[config.mk]
export PLATFORM = sky130hd
export DESIGN_NAME = id3v2_picture_frame_extractor_flat
export DESIGN_NICKNAME = d
export VERILOG_FILES = /design/src/hdl/id3pic_pkg.sv /design/src/hdl/id3pic_if.sv /design/src/hdl/id3pic_parser.sv /design/src/hdl/id3pic_outq.sv /design/src/hdl/id3v2_picture_frame_extractor.sv /design/src/flat_wrapper.sv
export VERILOG_INCLUDE_DIRS = /design/src /design/src/hdl
export SDC_FILE = /design/constraint.sdc
export NUM_CORES = 1
export LEC_CHECK = 0
export ABC_CLOCK_PERIOD_IN_PS = 11400
export BUFFER_PORTS_ARGS = -buffer_cell sky130_fd_sc_hd__buf_2
export CORE_MARGIN = 2
export CORE_UTILIZATION = 48
export CTS_CLUSTER_DIAMETER = 120
export DETAILED_ROUTE_END_ITERATION = 6
export HOLD_SLACK_MARGIN = 0.15
export PLACE_DENSITY = 0.67
export SLEW_MARGIN = 10
export SYNTH_ARGS = -nofsm -noshare
export SYNTH_HDL_FRONTEND = slang
export SYNTH_SLANG_ARGS = --single-unit
[constraint.sdc]
create_clock -name clk -period 11.4 [get_ports clk]
set_input_delay 1.14 -clock clk [delete_from_list [all_inputs] [get_ports clk]]
set_output_delay 1.14 -clock clk [all_outputs]
set_load 0.01 [all_outputs]
[src/hdl/assert_macros.svh]
// Assertion macros shared by the picture extractor RTL.
// Included by modules that carry concurrent checks.
`ifndef ASSERT_MACROS_SVH
`define ASSERT_MACROS_SVH
// Implication checked on every clock edge outside reset.
`define CHK_IMPL(label, clk, rst, ante, cons, msg) \
  label: assert property (@(posedge clk) disable iff (rst) (ante) |-> (cons)) \
    else $error(msg);
// Next-cycle implication outside reset.
`define CHK_NEXT(label, clk, rst, ante, cons, msg) \
  label: assert property (@(posedge clk) disable iff (rst) (ante) |=> (cons)) \
    else $error(msg);
`endif

[src/hdl/id3pic_pkg.sv]
// Package for the ID3v2 picture extractor: phases, status codes, constants.
// No dependencies.
`timescale 1ns / 1ps
`default_nettype none
package id3pic_pkg;
  localparam int PositionBitsDefault = 28;
  localparam logic [27:0] MaxTagReset = 28'd16777216;
  localparam logic [7:0] ExtFlag = 8'h40;
  localparam logic [31:0] ApicId = 32'h41504943;

  typedef enum logic [3:0] {
    PH_HEADER, PH_DEAD, PH_EXT, PH_EXTSKIP, PH_FHDR, PH_FSKIP,
    PH_ENC, PH_MIME, PH_PTYPE, PH_DESC, PH_PIC, PH_TAIL
  } phase_t;

  typedef enum logic [2:0] {
    ST_FOUND, ST_NO_HEADER, ST_BAD_SIZE, ST_OLD_VERSION,
    ST_NO_PICTURE, ST_MALFORMED, ST_TRUNCATED
  } status_t;

  // Result beat
  typedef struct packed {
    logic       item_kind;
    logic [7:0] picture_byte;
    logic [2:0] status;
    logic       last_item;
  } result_t;

  function automatic logic [27:0] unsync(input logic [31:0] raw);
    unsync = {raw[30:24], raw[22:16], raw[14:8], raw[6:0]};
  endfunction
endpackage
`default_nettype wire

[src/hdl/id3pic_if.sv]
// Valid/ready stream interfaces for input bytes, results and configuration.
// No dependencies.
`timescale 1ns / 1ps
`default_nettype none
interface id3pic_in_if;
  logic       valid;
  logic       ready;
  logic [7:0] file_byte;
  logic       end_of_file;
  modport source (output valid, file_byte, end_of_file, input ready);
  modport sink (input valid, file_byte, end_of_file, output ready);
endinterface

interface id3pic_out_if;
  logic       valid;
  logic       ready;
  logic       item_kind;
  logic [7:0] picture_byte;
  logic [2:0] status;
  logic       last_item;
  modport source (output valid, item_kind, picture_byte, status, last_item, input ready);
  modport sink (input valid, item_kind, picture_byte, status, last_item, output ready);
endinterface

interface id3pic_cfg_if;
  logic        valid;
  logic        ready;
  logic [27:0] max_tag_bytes;
  modport source (output valid, max_tag_bytes, input ready);
  modport sink (input valid, max_tag_bytes, output ready);
endinterface
`default_nettype wire

[src/hdl/id3pic_parser.sv]
// Per-byte parser: state registers and the single-pass next-state logic.
// Depends on id3pic_pkg; produces up to two result beats per input byte.
`timescale 1ns / 1ps
`default_nettype none
module id3pic_parser #(
  parameter int POSITION_BITS = id3pic_pkg::PositionBitsDefault
) (
  input  wire                      clk,
  input  wire                      rst,
  input  wire                      step,
  input  wire [7:0]                b,
  input  wire                      eof,
  input  wire [27:0]               max_tag,
  output id3pic_pkg::result_t      res0,
  output logic                     res0_valid,
  output id3pic_pkg::result_t      res1,
  output logic                     res1_valid
);
  import id3pic_pkg::*;

  localparam int PW = POSITION_BITS;
  localparam logic [32:0] PosLimit = (33'd1 << PW) - 33'd1;

  phase_t        phase, phase_next;
  logic [PW-1:0] pos, pos_next;
  logic [27:0]   tag_len, tag_len_next;
  logic [7:0]    major, major_next;
  logic [7:0]    flags, flags_next;
  logic [3:0]    shift, shift_next;
  logic [31:0]   fid, fid_next;
  logic [31:0]   flen, flen_next;
  logic [31:0]   frem, frem_next;
  logic [7:0]    enc, enc_next;
  logic [1:0]    pair, pair_next;
  status_t       verdict, verdict_next;

  // Helpers for the frame walk
  logic [32:0] left;
  logic [31:0] w32, w_flen, fsize, ext, frem_dec;
  logic [32:0] fend;
  logic        emit;
  status_t     st;

  always_comb begin
    left = {5'd0, tag_len} - {{(33-PW){1'b0}}, pos_next};
    w32 = {flen[23:0], b};
    w_flen = (shift >= 4'd4 && shift < 4'd8) ? w32 : flen;
    fsize = (major == 8'd4) ? {4'd0, unsync(w_flen)} : w_flen;
    fend = {{(33-PW){1'b0}}, pos_next} + {1'b0, fsize};
    ext = (major == 8'd4) ? {4'd0, unsync(w32)} : w32;
    frem_dec = frem - 32'd1;
  end

  always_comb begin
    phase_next = phase; pos_next = pos; tag_len_next = tag_len;
    major_next = major; flags_next = flags; shift_next = shift;
    fid_next = fid; flen_next = flen; frem_next = frem; enc_next = enc;
    pair_next = pair; verdict_next = verdict; emit = 1'b0; st = verdict;
    if (phase == PH_HEADER) begin
      if ((shift == 4'd0 && b != 8'h49) || (shift == 4'd1 && b != 8'h44) ||
          (shift == 4'd2 && b != 8'h33)) verdict_next = ST_NO_HEADER;
      if (shift == 4'd3) major_next = b;
      if (shift == 4'd5) flags_next = b;
      if (shift >= 4'd6) tag_len_next = {tag_len[20:0], b[6:0]};
      shift_next = shift + 4'd1;
      if (shift == 4'd9) begin
        shift_next = 4'd0;
        if (verdict_next == ST_NO_HEADER) phase_next = PH_DEAD;
        else if (tag_len_next == 28'd0 || tag_len_next > max_tag ||
                 {5'd0, tag_len_next} > PosLimit) begin
          verdict_next = ST_BAD_SIZE; phase_next = PH_DEAD;
        end else begin
          pos_next = '0;
          if ((flags_next & ExtFlag) != 8'd0 && major_next >= 8'd3) begin
            if (tag_len_next < 28'd4) begin
              verdict_next = ST_MALFORMED; phase_next = PH_TAIL;
            end else begin
              phase_next = PH_EXT; flen_next = '0;
            end
          end else if (major_next < 8'd3) begin
            verdict_next = ST_OLD_VERSION; phase_next = PH_TAIL;
          end else if (tag_len_next < 28'd10) begin
            verdict_next = ST_NO_PICTURE; phase_next = PH_TAIL;
          end else begin
            phase_next = PH_FHDR; fid_next = '0; flen_next = '0;
          end
        end
      end
    end else if (phase != PH_DEAD &&
                 {{(33-PW){1'b0}}, pos} < {5'd0, tag_len}) begin
      pos_next = pos + {{(PW-1){1'b0}}, 1'b1};
      case (phase)
        PH_EXT: begin
          flen_next = w32;
          shift_next = shift + 4'd1;
          if (shift == 4'd3) begin
            shift_next = 4'd0;
            if ({1'b0, ext} + 33'd4 >= {5'd0, tag_len}) begin
              verdict_next = ST_MALFORMED; phase_next = PH_TAIL;
            end else if (ext == 32'd0) begin
              if (left < 33'd10) begin
                verdict_next = ST_NO_PICTURE; phase_next = PH_TAIL;
              end else begin
                phase_next = PH_FHDR; fid_next = '0; flen_next = '0;
              end
            end else begin
              frem_next = ext; phase_next = PH_EXTSKIP;
            end
          end
        end
        PH_EXTSKIP, PH_FSKIP: begin
          frem_next = frem_dec;
          if (frem_dec == 32'd0) begin
            if (left < 33'd10) begin
              verdict_next = ST_NO_PICTURE; phase_next = PH_TAIL;
            end else begin
              phase_next = PH_FHDR; shift_next = 4'd0; fid_next = '0; flen_next = '0;
            end
          end
        end
        PH_FHDR: begin
          if (shift < 4'd4) fid_next = {fid[23:0], b};
          else if (shift < 4'd8) flen_next = w32;
          shift_next = shift + 4'd1;
          if (shift == 4'd9) begin
            flen_next = fsize;
            if (fid == 32'd0 || fsize == 32'd0) begin
              verdict_next = ST_NO_PICTURE; phase_next = PH_TAIL;
            end else if (fid == ApicId) begin
              if (fend > {5'd0, tag_len} || fsize < 32'd4) begin
                verdict_next = ST_MALFORMED; phase_next = PH_TAIL;
              end else begin
                frem_next = fsize; phase_next = PH_ENC;
              end
            end else if (fend > {5'd0, tag_len}) begin
              verdict_next = ST_NO_PICTURE; phase_next = PH_TAIL;
            end else begin
              frem_next = fsize; phase_next = PH_FSKIP;
            end
          end
        end
        PH_ENC, PH_MIME, PH_PTYPE, PH_DESC: begin
          frem_next = frem_dec;
          if (phase == PH_ENC) begin
            enc_next = b; phase_next = PH_MIME;
          end else if (phase == PH_MIME) begin
            if (b == 8'd0) phase_next = PH_PTYPE;
          end else if (phase == PH_PTYPE) begin
            phase_next = PH_DESC; pair_next = 2'd0;
          end else if (enc == 8'd0 || enc == 8'd3) begin
            if (b == 8'd0) phase_next = PH_PIC;
          end else if (pair == 2'd0) begin
            pair_next = (b == 8'd0) ? 2'd1 : 2'd2;
          end else begin
            if (pair == 2'd1 && b == 8'd0) phase_next = PH_PIC;
            pair_next = 2'd0;
          end
          if (frem_dec == 32'd0) begin
            verdict_next = ST_MALFORMED; phase_next = PH_TAIL;
          end
        end
        PH_PIC: begin
          frem_next = frem_dec; emit = 1'b1;
          if (frem_dec == 32'd0) begin
            verdict_next = ST_FOUND; phase_next = PH_TAIL;
          end
        end
        default: ;
      endcase
    end
    // Final status on the last file byte
    if (phase_next == PH_HEADER) st = ST_TRUNCATED;
    else if (phase_next == PH_DEAD) st = verdict_next;
    else if ({{(33-PW){1'b0}}, pos_next} < {5'd0, tag_len_next}) st = ST_TRUNCATED;
    else st = verdict_next;
  end

  // State registers
  always_ff @(posedge clk) begin
    if (rst || (step && eof)) begin
      phase <= PH_HEADER; pos <= '0; tag_len <= '0; major <= '0; flags <= '0;
      shift <= '0; fid <= '0; flen <= '0; frem <= '0; enc <= '0; pair <= '0;
      verdict <= ST_NO_PICTURE;
    end else if (step) begin
      phase <= phase_next; pos <= pos_next; tag_len <= tag_len_next;
      major <= major_next; flags <= flags_next; shift <= shift_next;
      fid <= fid_next; flen <= flen_next; frem <= frem_next; enc <= enc_next;
      pair <= pair_next; verdict <= verdict_next;
    end
  end

  // Result beats
  always_comb begin
    res0 = '{item_kind: 1'b0, picture_byte: b, status: 3'd0, last_item: 1'b0};
    res1 = '{item_kind: 1'b1, picture_byte: 8'd0, status: st, last_item: 1'b1};
    res0_valid = emit;
    res1_valid = eof;
  end
endmodule
`default_nettype wire

[src/hdl/id3pic_outq.sv]
// Four-entry result queue; takes up to two beats per cycle.
// Depends on id3pic_pkg and assert_macros.svh.
`timescale 1ns / 1ps
`default_nettype none
`include "assert_macros.svh"
module id3pic_outq (
  input  wire                 clk,
  input  wire                 rst,
  input  id3pic_pkg::result_t wr0,
  input  wire                 wr0_en,
  input  id3pic_pkg::result_t wr1,
  input  wire                 wr1_en,
  output logic                room,
  output id3pic_pkg::result_t rd,
  output logic                rd_valid,
  input  wire                 rd_ready
);
  import id3pic_pkg::*;

  result_t     mem [4];
  logic [1:0]  wp, rp;
  logic [2:0]  cnt;
  logic        pop;
  logic [1:0]  nwr;

  assign pop = rd_valid && rd_ready;
  assign nwr = {1'b0, wr0_en} + {1'b0, wr1_en};
  assign rd_valid = cnt != 3'd0;
  assign rd = mem[rp];
  // Two free slots even without a pop, so any beat may enter
  assign room = cnt <= 3'd2;

  always_ff @(posedge clk) begin
    if (wr0_en) mem[wp] <= wr0;
    if (wr1_en) mem[wr0_en ? wp + 2'd1 : wp] <= wr1;
  end

  // Pointers and fill count
  always_ff @(posedge clk) begin
    if (rst) begin
      wp <= '0; rp <= '0; cnt <= '0;
    end else begin
      wp <= wp + nwr;
      if (pop) rp <= rp + 2'd1;
      cnt <= cnt + {1'b0, nwr} - {2'd0, pop};
    end
  end

  `CHK_IMPL(a_no_overflow, clk, rst, 1'b1, cnt <= 3'd4, "result queue overflow")
  `CHK_IMPL(a_fit, clk, rst, nwr != 2'd0, cnt <= 3'd2, "write without room")
  `CHK_NEXT(a_pop_count, clk, rst, pop && nwr == 2'd0, cnt == $past(cnt) - 3'd1,
    "pop did not lower count")
endmodule
`default_nettype wire

[src/hdl/id3v2_picture_frame_extractor.sv]
// ID3v2 embedded picture extractor: one file byte accepted per cycle.
// Result beats of an accepted byte are registered in the result queue before the output.
// Throughput: one byte per cycle; a byte can raise two beats, drained by a
// four-entry result queue, so ready drops only when the consumer stalls.
// Reset (rst, synchronous): parser to header phase, queue empty, limit 16 MiB.
`timescale 1ns / 1ps
`default_nettype none
`include "assert_macros.svh"
module id3v2_picture_frame_extractor #(
  parameter int POSITION_BITS = id3pic_pkg::PositionBitsDefault
) (
  input wire           clk,
  input wire           rst,
  id3pic_in_if.sink    in_ch,
  id3pic_cfg_if.sink   cfg,
  id3pic_out_if.source out_ch
);
  import id3pic_pkg::*;

  logic [27:0] max_tag;
  logic        room, step, r0v, r1v;
  result_t     r0, r1, rd;

  // Configuration register
  assign cfg.ready = 1'b1;
  always_ff @(posedge clk) begin
    if (rst) max_tag <= MaxTagReset;
    else if (cfg.valid) max_tag <= cfg.max_tag_bytes;
  end

  assign in_ch.ready = room;
  assign step = in_ch.valid && room;

  id3pic_parser #(.POSITION_BITS(POSITION_BITS)) u_parser (
    .clk, .rst, .step, .b(in_ch.file_byte), .eof(in_ch.end_of_file),
    .max_tag, .res0(r0), .res0_valid(r0v), .res1(r1), .res1_valid(r1v)
  );

  id3pic_outq u_q (
    .clk, .rst, .wr0(r0), .wr0_en(step && r0v), .wr1(r1), .wr1_en(step && r1v),
    .room, .rd, .rd_valid(out_ch.valid), .rd_ready(out_ch.ready)
  );

  assign out_ch.item_kind = rd.item_kind;
  assign out_ch.picture_byte = rd.picture_byte;
  assign out_ch.status = rd.status;
  assign out_ch.last_item = rd.last_item;

  `CHK_IMPL(a_status_last, clk, rst, out_ch.valid, out_ch.item_kind == out_ch.last_item,
    "status beat must be last")
  `CHK_IMPL(a_pic_status, clk, rst, out_ch.valid && !out_ch.item_kind,
    out_ch.status == 3'd0, "picture beat carries status")
endmodule
`default_nettype wire

[src/flat_wrapper.sv]
// flat-port wrapper written by rule: the top's interface ports become plain ports
module id3v2_picture_frame_extractor_flat import id3pic_pkg::*;
#(
  parameter int POSITION_BITS = id3pic_pkg::PositionBitsDefault
)
  (clk, rst, in_ch_valid, in_ch_file_byte, in_ch_end_of_file, in_ch_ready, cfg_valid, cfg_max_tag_bytes, cfg_ready, out_ch_valid, out_ch_item_kind, out_ch_picture_byte, out_ch_status, out_ch_last_item, out_ch_ready);
  id3pic_in_if in_ch_i ();
  id3pic_cfg_if cfg_i ();
  id3pic_out_if out_ch_i ();
  input wire clk;
  input wire rst;
  input wire logic [$bits(in_ch_i.valid)-1:0] in_ch_valid;
  input wire logic [$bits(in_ch_i.file_byte)-1:0] in_ch_file_byte;
  input wire logic [$bits(in_ch_i.end_of_file)-1:0] in_ch_end_of_file;
  output wire logic [$bits(in_ch_i.ready)-1:0] in_ch_ready;
  input wire logic [$bits(cfg_i.valid)-1:0] cfg_valid;
  input wire logic [$bits(cfg_i.max_tag_bytes)-1:0] cfg_max_tag_bytes;
  output wire logic [$bits(cfg_i.ready)-1:0] cfg_ready;
  output wire logic [$bits(out_ch_i.valid)-1:0] out_ch_valid;
  output wire logic [$bits(out_ch_i.item_kind)-1:0] out_ch_item_kind;
  output wire logic [$bits(out_ch_i.picture_byte)-1:0] out_ch_picture_byte;
  output wire logic [$bits(out_ch_i.status)-1:0] out_ch_status;
  output wire logic [$bits(out_ch_i.last_item)-1:0] out_ch_last_item;
  input wire logic [$bits(out_ch_i.ready)-1:0] out_ch_ready;
  assign in_ch_i.valid = in_ch_valid;
  assign in_ch_i.file_byte = in_ch_file_byte;
  assign in_ch_i.end_of_file = in_ch_end_of_file;
  assign in_ch_ready = in_ch_i.ready;
  assign cfg_i.valid = cfg_valid;
  assign cfg_i.max_tag_bytes = cfg_max_tag_bytes;
  assign cfg_ready = cfg_i.ready;
  assign out_ch_valid = out_ch_i.valid;
  assign out_ch_item_kind = out_ch_i.item_kind;
  assign out_ch_picture_byte = out_ch_i.picture_byte;
  assign out_ch_status = out_ch_i.status;
  assign out_ch_last_item = out_ch_i.last_item;
  assign out_ch_i.ready = out_ch_ready;
  id3v2_picture_frame_extractor #(.POSITION_BITS(POSITION_BITS)) u_core (.clk(clk), .rst(rst), .in_ch(in_ch_i), .cfg(cfg_i), .out_ch(out_ch_i));
endmodule
==> results.tsv <==
metric	value	unit
slew_headroom	0.1709	
synth_common_cells	384 x nor2_1, 379 x nand2_1, 329 x a21oi_1	
drive_gt1_frac	0.08170	
dp_worst_setup_slack	0.4107	ns
grt_max_degree	65	
cts_root_buf	clkbuf_16	
cp-start-kind	flop	
place.gp.congestion	1.001	
placementRows	82	
critPathBufInv	4	
synth_compound_area_frac	0.2628	
numCtsBuffers	34	
cp.depth	41	
yosys_register_bits	267	
hpwlAfterDp	71070	um
finalWorstSetupSlack	0.7512	ns
via_per_inst	6.562	
io_buffers	56	
ys_warn_count	0	
rrSetupSlack	0.75	ns
hp-class	flop to flop	
die-area	51970	um2
pwr-share-clk	0.203	
areaGrowthSynthToFinish	7.935	%
maxCapViolations	0	
crit_fanout	13	
ios	58	
yosysTopAreaCellShare	0.2120	
antennaDiodeCount	0	
rsz0062_at_grt	false	
first_iter_violations	3194	
grt_usage	0.3451	
internal_power	0.002891	W
grt_pass1_wl	141000	um
finClkSkew	0.03151	ns
firstDrtPassIters	6	
syn_nets	3562	
crit_type	flop to flop	
antenna_found_initial	1	
syn_inst	3304	
grt_pass1_vias	23422	
outcome	finished clean	
clock_sinks	267	
h-tree-depth	2	
wl	93570	um
swShare	0.4973	
coreArea	49860	um2
synth_top_cell_by_area	dfxtp_1	
wire_per_inst	23.82	um
fin_nets	3488	
finalHoldViolCount	0	
vdd_drop_max	174.2	uV
ant_nets	0	
cp_top_family	compound AO/OA/AOI/OAI gates	
synth_edf_count	12	
max_freq	93.91	MHz
setup_viol	0	
end_kind	flop	
synthAdderAreaFrac	0.1132	
vias	25774	
rr_endpoint	u_core.u_q.mem[3][3]$_DFFE_PP_	
fp.dieH	228.0	um
cts.path.max_buffers	3	
power.leakage	10.65	nW
yosysMostFrequentCell	nor2_1	
pwr-share-seq	0.206	
clk_latency	0.57	ns
synth_area	24080	um2
setup_tns	0	ns
cp_common_cell	a21oi_1	
synth_async_sr_flop_share	0	
grt-ovfl-total	0	
synth_xor_area_frac	0.02619	
hold_path_depth	2	
muxShareOfSynthArea	0.04776	
clkTransAtPathRegs	0.06	ns
pwr-share-comb	0.591	
reg2reg_from	u_core.u_parser.shift[0]$_SDFFE_PP0P_	
worstPathRequired	11.71	ns
critPathLaunch	u_core.u_parser.shift[0]$_SDFFE_PP0P_	
critPathSlowestCell	fa_1	
synthFlopType	dfxtp_1	
initial_core_util	0.4829	
synth_top_family_by_area	compound AO/OA/AOI/OAI gates	
critPathCapture	u_core.u_q.mem[3][3]$_DFFE_PP_	
avgSynthCellArea	7.287	um2
power_density	221.3	nW/um2
arrival	10.96	ns
die_width	228.0	um
period_needed	10.65	ns
net-switching-power	0.002859	W
r2r_cells	41	
critPathMaxStageDelay	0.51	ns
ys_types	112	
synth-simple-area-share	0.2596	
finalCritPeriodShare	0.9341	
cts_tree	done	
slew_viol_final	0	
seq_area_frac_synth	0.2270	
worst_pin_slew	1.231	ns
synth.area.top_cells	dfxtp_1 21%, ha_1 11%, a21oi_1 6.8%	
remaining_drc_errors	0	
worst min-delay path by stage:
stage,end,start
after CTS,u_core.u_q.mem[2][7]$_SDFFE_PP0P_,u_core.u_q.mem[2][7]$_SDFFE_PP0P_
after detailed placement,u_core.u_q.mem[2][7]$_SDFFE_PP0P_,u_core.u_q.mem[2][7]$_SDFFE_PP0P_
after global placement,u_core.u_q.mem[2][0]$_SDFFE_PP1P_,u_core.u_q.mem[2][0]$_SDFFE_PP1P_
after floorplan,u_core.u_q.mem[2][0]$_SDFFE_PP1P_,u_core.u_q.mem[2][0]$_SDFFE_PP1P_
after global routing,u_core.u_parser.fid[31]$_SDFFE_PP0P_,u_core.u_parser.fid[31]$_SDFFE_PP0P_
final,u_core.u_parser.fid[31]$_SDFFE_PP0P_,u_core.u_parser.fid[31]$_SDFFE_PP0P_
sequential cells by signal (all words and copies together), names as in the netlist, named ones only:
name	cells
u_core.u_q.rp	2
u_core.u_parser.phase	4
u_core.u_parser.pair	2
u_core.u_parser.shift	4
u_core.u_parser.fid	32
u_core.u_parser.pos	28
u_core.max_tag	28
u_core.u_parser.flen	32
u_core.u_parser.frem	32
u_core.u_parser.verdict	3
u_core.u_q.mem	48
u_core.u_q.cnt	3
u_core.u_parser.flags	1
u_core.u_q.wp	2
u_core.u_parser.tag_len	28
u_core.u_parser.enc	8
u_core.u_parser.major	8
worst min-delay path, stage by stage (launching register included):
cell	delay, ns
dfxtp_1	0.30
nand2_1	0.05
a21oi_1	0.05
area by class of cell:
class	count	area, um2
fill	4957	23880
multi-input combinational	2649	17200
clock buffer	48	994.7
tap	672	840.8
timing repair buffer	100	623.1
inverter	178	668.1
clock inverter	14	197.7
sequential	267	5465
layout by cell type (no fill, tap or decap), types with 65 or more instances in the layout:
| master | instances |
|---|---|
| nand4_1 | 69 |
| a211oi_1 | 99 |
| mux2i_1 | 65 |
| nor2_1 | 381 |
| o21ai_0 | 137 |
| dfxtp_1 | 255 |
| inv_1 | 178 |
| nand3_1 | 153 |
| ha_1 | 213 |
| nand2_1 | 377 |
| a21oi_1 | 328 |
| nor3_1 | 66 |
per-stage QoR:
step	utilization	cells	hold WS, ns	instance area, um2	total power (W)
after floorplan	-	3304	0.4211	24080	0.003476
after global placement	0.4964	3864	0.4318	24750	0.004404
after detailed placement	0.4964	3864	0.4437	24750	0.004453
after CTS	0.5203	3926	0.4511	25940	0.005633
after global routing	0.5212	3928	0.4690	25990	0.006077
final	0.5212	3928	0.4511	25990	0.005750
power by group through the flow:
stage | Sequential, W | Combinational [W] | Clock, W
finish | 0.00118 | 0.00340 | 0.00117
floorplan | 0.00112 | 0.00235 | 0
CTS | 0.00118 | 0.00328 | 0.00118
global placement | 0.00119 | 0.00321 | 0
global route | 0.00119 | 0.00367 | 0.00121
detailed placement | 0.00120 | 0.00326 | 0
layer usage:
layer | vias up | GRT usage | part of all wire
li1 | 11941 | - | -
met1 | 12306 | 0.4841 | 0.44
met2 | 1313 | 0.5234 | 0.43
met3 | 212 | 0.06300 | 0.097
met4 | 2 | 0.1350 | 0.039
met5 | - | 0 | 0.00014
cells by family (layout without fill, tap and decap cells):
| group | count (synthesis) | count (layout) |
|---|---|---|
| AND/OR/NAND/NOR | 1310 | 1311 |
| AO/OA/AOI/OAI | 955 | 955 |
| buffers and inverters | 389 | 340 |
| flip-flops | 267 | 267 |
| adder cells (fa/ha/maj) | 216 | 216 |
| multiplexers | 94 | 94 |
| XOR/XNOR | 72 | 72 |
| other | 1 | 1 |
what timing repair did:
item,4_1_cts,5_1_grt
resized for setup,0,6
hold endpoints to repair,0,0
hold buffers,0,0
setup endpoints to repair,0,34
buffers inserted,0,1
(Power assumes the default switching activity.)
